[src/hw/rtl/point_in_triangle_search_core_defines.svh]
// ----------------------------------------------------------------------------
// Point-in-triangle search core: assertion macros
// Shared concurrent assertion forms used at the end of the top level.
// ----------------------------------------------------------------------------
`ifndef POINT_IN_TRIANGLE_SEARCH_CORE_DEFINES_SVH
`define POINT_IN_TRIANGLE_SEARCH_CORE_DEFINES_SVH

// Same-cycle implication, disabled while reset is asserted.
`define PITS_ASSERT_IMP(label, clk, rst_n, ante, cons) \
  label: assert property (@(posedge clk) disable iff (!rst_n) (ante) |-> (cons)) \
    else $error("pits assertion failed");

// Next-cycle implication, disabled while reset is asserted.
`define PITS_ASSERT_NXT(label, clk, rst_n, ante, cons) \
  label: assert property (@(posedge clk) disable iff (!rst_n) (ante) |=> (cons)) \
    else $error("pits assertion failed");

`endif

[src/hw/rtl/pits_pkg.sv]
`timescale 1ns / 1ps
// ----------------------------------------------------------------------------
// Point-in-triangle search package
// Beat types, vertex record, arithmetic widths and the weight sign test.
// ----------------------------------------------------------------------------
package pits_pkg;

  localparam int CoordBits = 24;
  localparam int DiffBits  = CoordBits + 1;
  localparam int ProdBits  = 2 * DiffBits;
  localparam int DetBits   = ProdBits + 1;
  localparam int WbBits    = DetBits + 2;
  localparam int SlotBits  = 10;
  localparam int CountBits = 11;

  localparam logic FuncLoad  = 1'b0;
  localparam logic FuncQuery = 1'b1;

  typedef logic signed [CoordBits-1:0] coord_t;
  typedef logic signed [DiffBits-1:0]  diff_t;
  typedef logic signed [ProdBits-1:0]  prod_t;
  typedef logic signed [DetBits-1:0]   det_t;
  typedef logic signed [WbBits-1:0]    wb_t;

  typedef struct packed {
    logic                        func;
    logic [SlotBits-1:0]         slot;
    logic signed [CoordBits-1:0] first_x;
    logic signed [CoordBits-1:0] first_y;
    logic signed [CoordBits-1:0] second_x;
    logic signed [CoordBits-1:0] second_y;
    logic signed [CoordBits-1:0] third_x;
    logic signed [CoordBits-1:0] third_y;
    logic signed [CoordBits-1:0] query_x;
    logic signed [CoordBits-1:0] query_y;
  } pits_cmd_t;

  typedef struct packed {
    logic                found;
    logic [SlotBits-1:0] triangle_index;
  } pits_result_t;

  typedef struct packed {
    coord_t ax;
    coord_t ay;
    coord_t bx;
    coord_t by;
    coord_t cx;
    coord_t cy;
  } tri_t;

  // Control for one pass through the shared multiply-accumulate unit.
  typedef struct packed {
    logic en;
    logic first;
    logic neg;
    logic last;
  } mac_ctl_t;

  function automatic diff_t sub_coord(coord_t a, coord_t b);
    return diff_t'(a) - diff_t'(b);
  endfunction

  // A weight passes when it is zero or carries the sign of the determinant.
  function automatic logic weight_ok(wb_t w, logic det_neg);
    return (w == '0) || (w[WbBits-1] == det_neg);
  endfunction

endpackage

[src/hw/rtl/pits_mac.sv]
`timescale 1ns / 1ps
// ----------------------------------------------------------------------------
// Shared multiply-accumulate unit
// Registered signed product, then accumulate or restart; flags the last pass.
// ----------------------------------------------------------------------------
module pits_mac (
  input  logic                clk_i,
  input  logic                rst_ni,
  input  pits_pkg::mac_ctl_t  ctl_i,
  input  pits_pkg::diff_t     opa_i,
  input  pits_pkg::diff_t     opb_i,
  output logic                res_valid_o,
  output pits_pkg::det_t      res_o
);

  pits_pkg::prod_t    prod_q;
  pits_pkg::mac_ctl_t ctl_q;
  pits_pkg::det_t     acc_q, acc_d, term;
  logic               res_valid_q;

  always_ff @(posedge clk_i or negedge rst_ni) begin
    if (!rst_ni) begin
      ctl_q       <= '0;
      res_valid_q <= 1'b0;
    end else begin
      ctl_q       <= ctl_i;
      res_valid_q <= ctl_q.en && ctl_q.last;
    end
  end

  always_ff @(posedge clk_i) begin
    if (ctl_i.en) begin
      prod_q <= opa_i * opb_i;
    end
    if (ctl_q.en) begin
      acc_q <= acc_d;
    end
  end

  always_comb begin
    term  = pits_pkg::det_t'(prod_q);
    acc_d = ctl_q.first ? '0 : acc_q;
    if (ctl_q.neg) begin
      acc_d = acc_d - term;
    end else begin
      acc_d = acc_d + term;
    end
  end

  assign res_valid_o = res_valid_q;
  assign res_o       = acc_q;

endmodule

[config.mk]
export PLATFORM = sky130hd
export DESIGN_NAME = pits_mac
export DESIGN_NICKNAME = d
export VERILOG_FILES = /design/src/hw/rtl/point_in_triangle_search_core_defines.svh /design/src/hw/rtl/pits_pkg.sv /design/src/hw/rtl/pits_mac.sv
export SDC_FILE = /design/constraint.sdc
export NUM_CORES = 2
export LEC_CHECK = 0
export BUFFER_PORTS_ARGS = -buffer_cell sky130_fd_sc_hd__buf_2
export CORE_MARGIN = 3
export CORE_UTILIZATION = 63
export DETAILED_ROUTE_END_ITERATION = 12
export PLACE_DENSITY = 0.84
export SLEW_MARGIN = 25
export SYNTH_ARGS = -nofsm -noshare
export SYNTH_HDL_FRONTEND = slang
export SYNTH_SLANG_ARGS = --single-unit
[constraint.sdc]
create_clock -name clk_i -period 8.89 [get_ports clk_i]
set_input_delay 0.4445 -clock clk_i [delete_from_list [all_inputs] [get_ports clk_i]]
set_output_delay 0.4445 -clock clk_i [all_outputs]
set_load 0.1 [all_outputs]
# Word-level counts from Yosys, hierarchy flattened
# Cells that the tools add are included.
# W data, S select, Z words.
op_classes:
  add_sub_neg: 2
  mul: 1
  muxes: 2
  reduce_logical: 1
op_table:
  columns: ["operator", "n"]
  rows:
  - ["$mux W51", 2]
  - ["$add A51 B50 Y51", 1]
  - ["$sub A51 B50 Y51", 1]
  - ["$mul A25 B25 Y50", 1]
  - ["$logic_and A1 B1 Y1", 1]
word_totals:
  register_bits: 106
  word_cells: 13

# Longest topological paths before layout
depth:
  depth_word: 3
  ltp_mapped: 28
  mapped_depth_nobuf: 25

# Least setup slack after synthesis
# OpenSTA, ideal clock, no wires.
synth_path:
  path_type: "input to register"
  from: "input opb_i[4]"
  to: "register prod_q[46], data pin"
  arrival_time_ns: 7.190
  required_time_ns: 8.627
  path_slack_ns: 1.437
  cell_stages: 26
  n_path_buf: 3
  path_cell_list: "clkbuf_1 -> clkbuf_1 -> nand2_1 -> fa_1 -> inv_1 -> fa_1 -> inv_1 -> fa_1 -> fa_1 -> inv_1 -> fa_1 -> fa_1 -> inv_1 -> fa_1 -> inv_1 -> ha_1 -> clkbuf_1 -> nand4_1 -> or4_1 -> o311ai_0 -> nor4_1 -> a2111o_1 -> a21oi_1 -> nand2b_1 -> a311oi_1 -> xnor2_1"
synth_via:
  elab_chain_len: 1
synth_rtl:
  columns: ["item", "line_no", "text"]
  rows:
  - ["start: declaration", "pits_mac.sv:11", "input pits_pkg::diff_t opb_i,"]
  - ["$mul A25 B25 Y50", "pits_mac.sv:33", "prod_q <= opa_i * opb_i;"]
  - ["end signal: assignment", "pits_mac.sv:33", null]
  - ["end: declaration", "pits_mac.sv:16", "pits_pkg::prod_t prod_q;"]
# Every way passes these cells.
# A chain may end at the register's enable or synchronous reset.

# Final worst setup path
layout_path:
  from: "input opa_i[15]"
  to: "register prod_q[48], data pin"
layout_via:
  elab_chain_len: 1
layout_rtl:
  columns: ["item", "line_no", "text"]
  rows:
  - ["start: declaration", "pits_mac.sv:10", "input pits_pkg::diff_t opa_i,"]
  - ["$mul A25 B25 Y50", "pits_mac.sv:33", null]
# Every way passes these cells.

==> impl_metrics.prom <==
# TYPE chip_impl_metric gauge
chip_impl_info{name="status",value="finished clean"} 1
chip_impl_info{name="critPathCapture",value="prod_q[48]$_DFFE_PP_"} 1
chip_impl_metric{name="synth_edf_count",unit=""} 101
chip_impl_metric{name="met3_usage",unit=""} 0.0899
chip_impl_info{name="ys_dominant_reg_cell",value="edfxtp_1"} 1
chip_impl_metric{name="final_nets",unit=""} 4117
chip_impl_metric{name="syn2layout_area_growth",unit="%"} 3.86
chip_impl_metric{name="antenna_violating_nets_post_route",unit=""} 0
chip_impl_metric{name="postRouteWirelength",unit="microns"} 75900
chip_impl_info{name="timing.setup.critical_path_class",value="in -> reg"} 1
chip_impl_metric{name="sequential_cell_area_fraction_in_the_yosys_report",unit=""} 0.105
chip_impl_metric{name="ys_types",unit=""} 67
chip_impl_metric{name="grt.met1_usage",unit=""} 0.428
chip_impl_metric{name="first_pass_grt_wire_length",unit="microns"} 123000
chip_impl_metric{name="core_area",unit="sq um"} 47000
chip_impl_metric{name="yosys_warnings",unit=""} 0
chip_impl_metric{name="fin_skew",unit="ns"} 0.00955
chip_impl_metric{name="first_pass_iters",unit=""} 8
chip_impl_metric{name="vias",unit=""} 22073
chip_impl_metric{name="cts.htree.levels",unit=""} 3
chip_impl_metric{name="synth_top_area_share",unit=""} 0.437
chip_impl_metric{name="synthesized_net_count",unit=""} 4126
chip_impl_metric{name="vias_per_cell",unit=""} 5.77
chip_impl_metric{name="timing.reg2reg.worst_path_depth",unit=""} 15
chip_impl_metric{name="cts_resized",unit=""} 0
chip_impl_info{name="rsz0062_at_grt",value="false"} 1
chip_impl_metric{name="placement.cell_area",unit="sq um"} 31000
chip_impl_metric{name="finish.cell_count_without_fillers",unit=""} 3823
chip_impl_info{name="clock_root_buffer_master",value="clkbuf_16"} 1
chip_impl_metric{name="die_x_extent",unit="microns"} 225
chip_impl_metric{name="critical_path_arrival",unit="ns"} 7.75
chip_impl_metric{name="cts_inserted_buffers",unit=""} 9
chip_impl_metric{name="fin_setup_tns",unit="ns"} 0
chip_impl_metric{name="first_global_vias",unit=""} 23859
chip_impl_metric{name="final.period_utilization",unit=""} 0.859
chip_impl_metric{name="avgSynthCellArea",unit="sq um"} 9.38
chip_impl_info{name="rr_startpoint",value="prod_q[0]$_DFFE_PP_"} 1
chip_impl_metric{name="cts.clk_slew.worst_paths",unit="ns"} 0.07
chip_impl_metric{name="post_synth_inst_count",unit=""} 3219
chip_impl_metric{name="timing.final.max_slew_violations",unit=""} 0
chip_impl_metric{name="clock-sinks",unit=""} 106
chip_impl_metric{name="finalHoldViolations",unit=""} 0
chip_impl_info{name="critical_path.reg2reg.endpoint",value="res_o[48]$_DFFE_PP_"} 1
chip_impl_metric{name="track_usage",unit=""} 0.311
chip_impl_metric{name="groute.layer.met2.usage",unit=""} 0.488
chip_impl_metric{name="gp_routability_congestion",unit=""} 0.989
chip_impl_metric{name="max_cap_viol_count",unit=""} 0
chip_impl_info{name="worstSetupEndpointType",value="register"} 1
chip_impl_info{name="start_kind",value="primary input"} 1
chip_impl_metric{name="clock.fmax",unit="MHz"} 131
chip_impl_info{name="post_synth_most_frequent_cells",value="675 x inv_1, 659 x fa_1, 356 x nand2_1"} 1
chip_impl_metric{name="fin_area",unit="sq um"} 31400
chip_impl_metric{name="antenna_found_initial",unit=""} 1
chip_impl_metric{name="clock_tree.buffer_depth",unit=""} 2
chip_impl_metric{name="routedWlPerCell",unit="microns"} 19.9
chip_impl_metric{name="dp.final_hpwl",unit="microns"} 61800
chip_impl_info{name="cp-startpoint",value="opa_i[15]"} 1
chip_impl_metric{name="num_io_pins",unit=""} 108
chip_impl_metric{name="number_of_buffers_added_on_ports",unit=""} 107
chip_impl_info{name="synth_top_area_cell",value="fa_1"} 1
chip_impl_metric{name="setup.reg_to_reg.worst_slack",unit="ns"} 3.69
chip_impl_metric{name="row_count",unit=""} 79
chip_impl_metric{name="die_area",unit="sq um"} 50600
chip_impl_metric{name="synth.ff_latch_count",unit=""} 106
chip_impl_info{name="ys_top_cells_by_area",value="fa_1 44%, edfxtp_1 10%, inv_1 8.4%, ha_1 8.0%, and2_1 6.4%"} 1
chip_impl_metric{name="drt_iter0_drc",unit=""} 1850
chip_impl_metric{name="finalHoldWorstSlack",unit="ns"} 0.183
chip_impl_metric{name="max_slew.worst_pin.slew",unit="ns"} 0.909
chip_impl_metric{name="synth_area",unit="sq um"} 30200
chip_impl_metric{name="finalSetupViolCount",unit=""} 0
chip_impl_info{name="hp-class",value="in -> reg"} 1
chip_impl_metric{name="cp_required",unit="ns"} 9.00
chip_impl_metric{name="nFillCells",unit=""} 3653
chip_impl_metric{name="worstSkewPairLatency",unit="ns"} 0.37
chip_impl_metric{name="timing.max_slew.rel_slack",unit=""} 0.378
chip_impl_metric{name="synthArstFlopShare",unit=""} 0.0472
chip_impl_metric{name="overflow_after_grt",unit=""} 0
chip_impl_info{name="cts_tree",value="yes"} 1
chip_impl_metric{name="initial_core_utilization",unit=""} 0.643
chip_impl_metric{name="die-height",unit="microns"} 225
chip_impl_metric{name="cp_max_fo",unit=""} 25
chip_impl_metric{name="grt_start_max_net_pins",unit=""} 53
chip_impl_metric{name="placed_cells_incl_taps",unit=""} 3805
chip_impl_metric{name="detail_route.drc_violations",unit=""} 0
chip_impl_info{name="grt-busiest-layer",value="met2"} 1
chip_impl_info{name="post-synth-top-count-cell",value="inv_1"} 1
chip_impl_metric{name="post_route_cells_drive_above_1_share",unit=""} 0.0457
chip_impl_metric{name="timing.final.crit_period",unit="ns"} 7.63
[sequential cells by signal, summed over array words and instances, names as in the netlist]
register and cells:
res_o 51, ctl_q 4, prod_q 50, res_valid_o 1
[per-stage QoR]
| step | setup WS (ns) | utilization |
|---|---|---|
| after global placement | 1.04 | 0.661 |
| after CTS | 1.30 | 0.668 |
| final | 1.26 | 0.668 |
| after global routing | 0.895 | 0.668 |
| after detailed placement | 0.937 | 0.661 |
| after floorplan | 1.44 | - |
[cell families after synthesis]
kind of cell               share of synthesized area
and+or+nand+nor                                0.163
xor gates and xnor gates                      0.0435
AOI/OAI and AO/OA                             0.0694
buffers and inverters                          0.102
DFF                                            0.105
muxes                                        0.00141
adders and majority gates                      0.516
[layout by cell type (no fill, tap or decap), types with 9 or more instances in the layout]
cell / instances
nand2_1: 356
o21ai_0: 43
xor2_1: 30
xnor2_1: 120
nor2b_1: 82
inv_1: 675
buf_4: 12
nand2b_1: 18
nor3_1: 31
buf_2: 106
nand4_1: 17
edfxtp_1: 101
and2_1: 309
clkbuf_16: 9
ha_1: 192
nand3_1: 17
fa_1: 659
a211oi_1: 14
a21oi_1: 111
a21o_1: 54
nor2_1: 98
o21a_1: 15
o21bai_1: 12
a31oi_1: 16
[routing by layer]
metal	part of all wire	vias to the layer above
met5	0	-
li1	-	9760
met2	0.45	1163
met4	0.027	0
met3	0.12	187
met1	0.41	10963
[layout make-up]
cell class | count | area (sq um) | area share
Clock buffer | 13 | 240 | 0.00766
Tap cell | 607 | 759 | 0.0242
Clock inverter | 3 | 65.1 | 0.00207
Antenna cell | 1 | 2.50 | 0.0000798
Multi-Input combinational cell | 2299 | 24000 | 0.764
Sequential cell | 106 | 3160 | 0.101
Inverter | 675 | 2530 | 0.0808
Timing Repair Buffer | 119 | 631 | 0.0201
[critical path, stage by stage]
cell       delay [ns]
buf_2            0.50
and2_1           0.24
fa_1             0.45
fa_1             0.55
inv_1            0.06
fa_1             0.52
inv_1            0.05
fa_1             0.52
inv_1            0.07
fa_1             0.53
inv_1            0.05
fa_1             0.48
inv_1            0.05
fa_1             0.47
inv_1            0.04
ha_1             0.37
nand4_1          0.18
or4_1            0.44
a2111oi_0        0.32
nor4_1           0.12
buf_4            0.18
a2111o_1         0.43
a21oi_1          0.23
nand2b_1         0.17
o21ai_0          0.12
xnor2_1          0.14
[how the worst min path moves through the flow]
stage                  start               endpoint  slack (ns)  cells past startpoint
floorplan             rst_ni     ctl_q[0]$_DFF_PN0_        0.15                      0
global placement      rst_ni  res_valid_o$_DFF_PN0_        0.26                      1
detailed placement    rst_ni  res_valid_o$_DFF_PN0_        0.26                      1
CTS                 ctl_i[2]     ctl_q[2]$_DFF_PN0_        0.17                      1
global route        ctl_i[2]     ctl_q[2]$_DFF_PN0_        0.17                      1
finish              ctl_i[2]     ctl_q[2]$_DFF_PN0_        0.18                      1
[what timing repair did]
| item | CTS | global route |
|---|---|---|
| hold endpoints to repair | 5 | 0 |
| hold buffers | 1 | 0 |
| setup buffers | 0 | 0 |
Power is not shown: default switching activity piles up to over one toggle a cycle in this logic, so the estimate is an artifact.
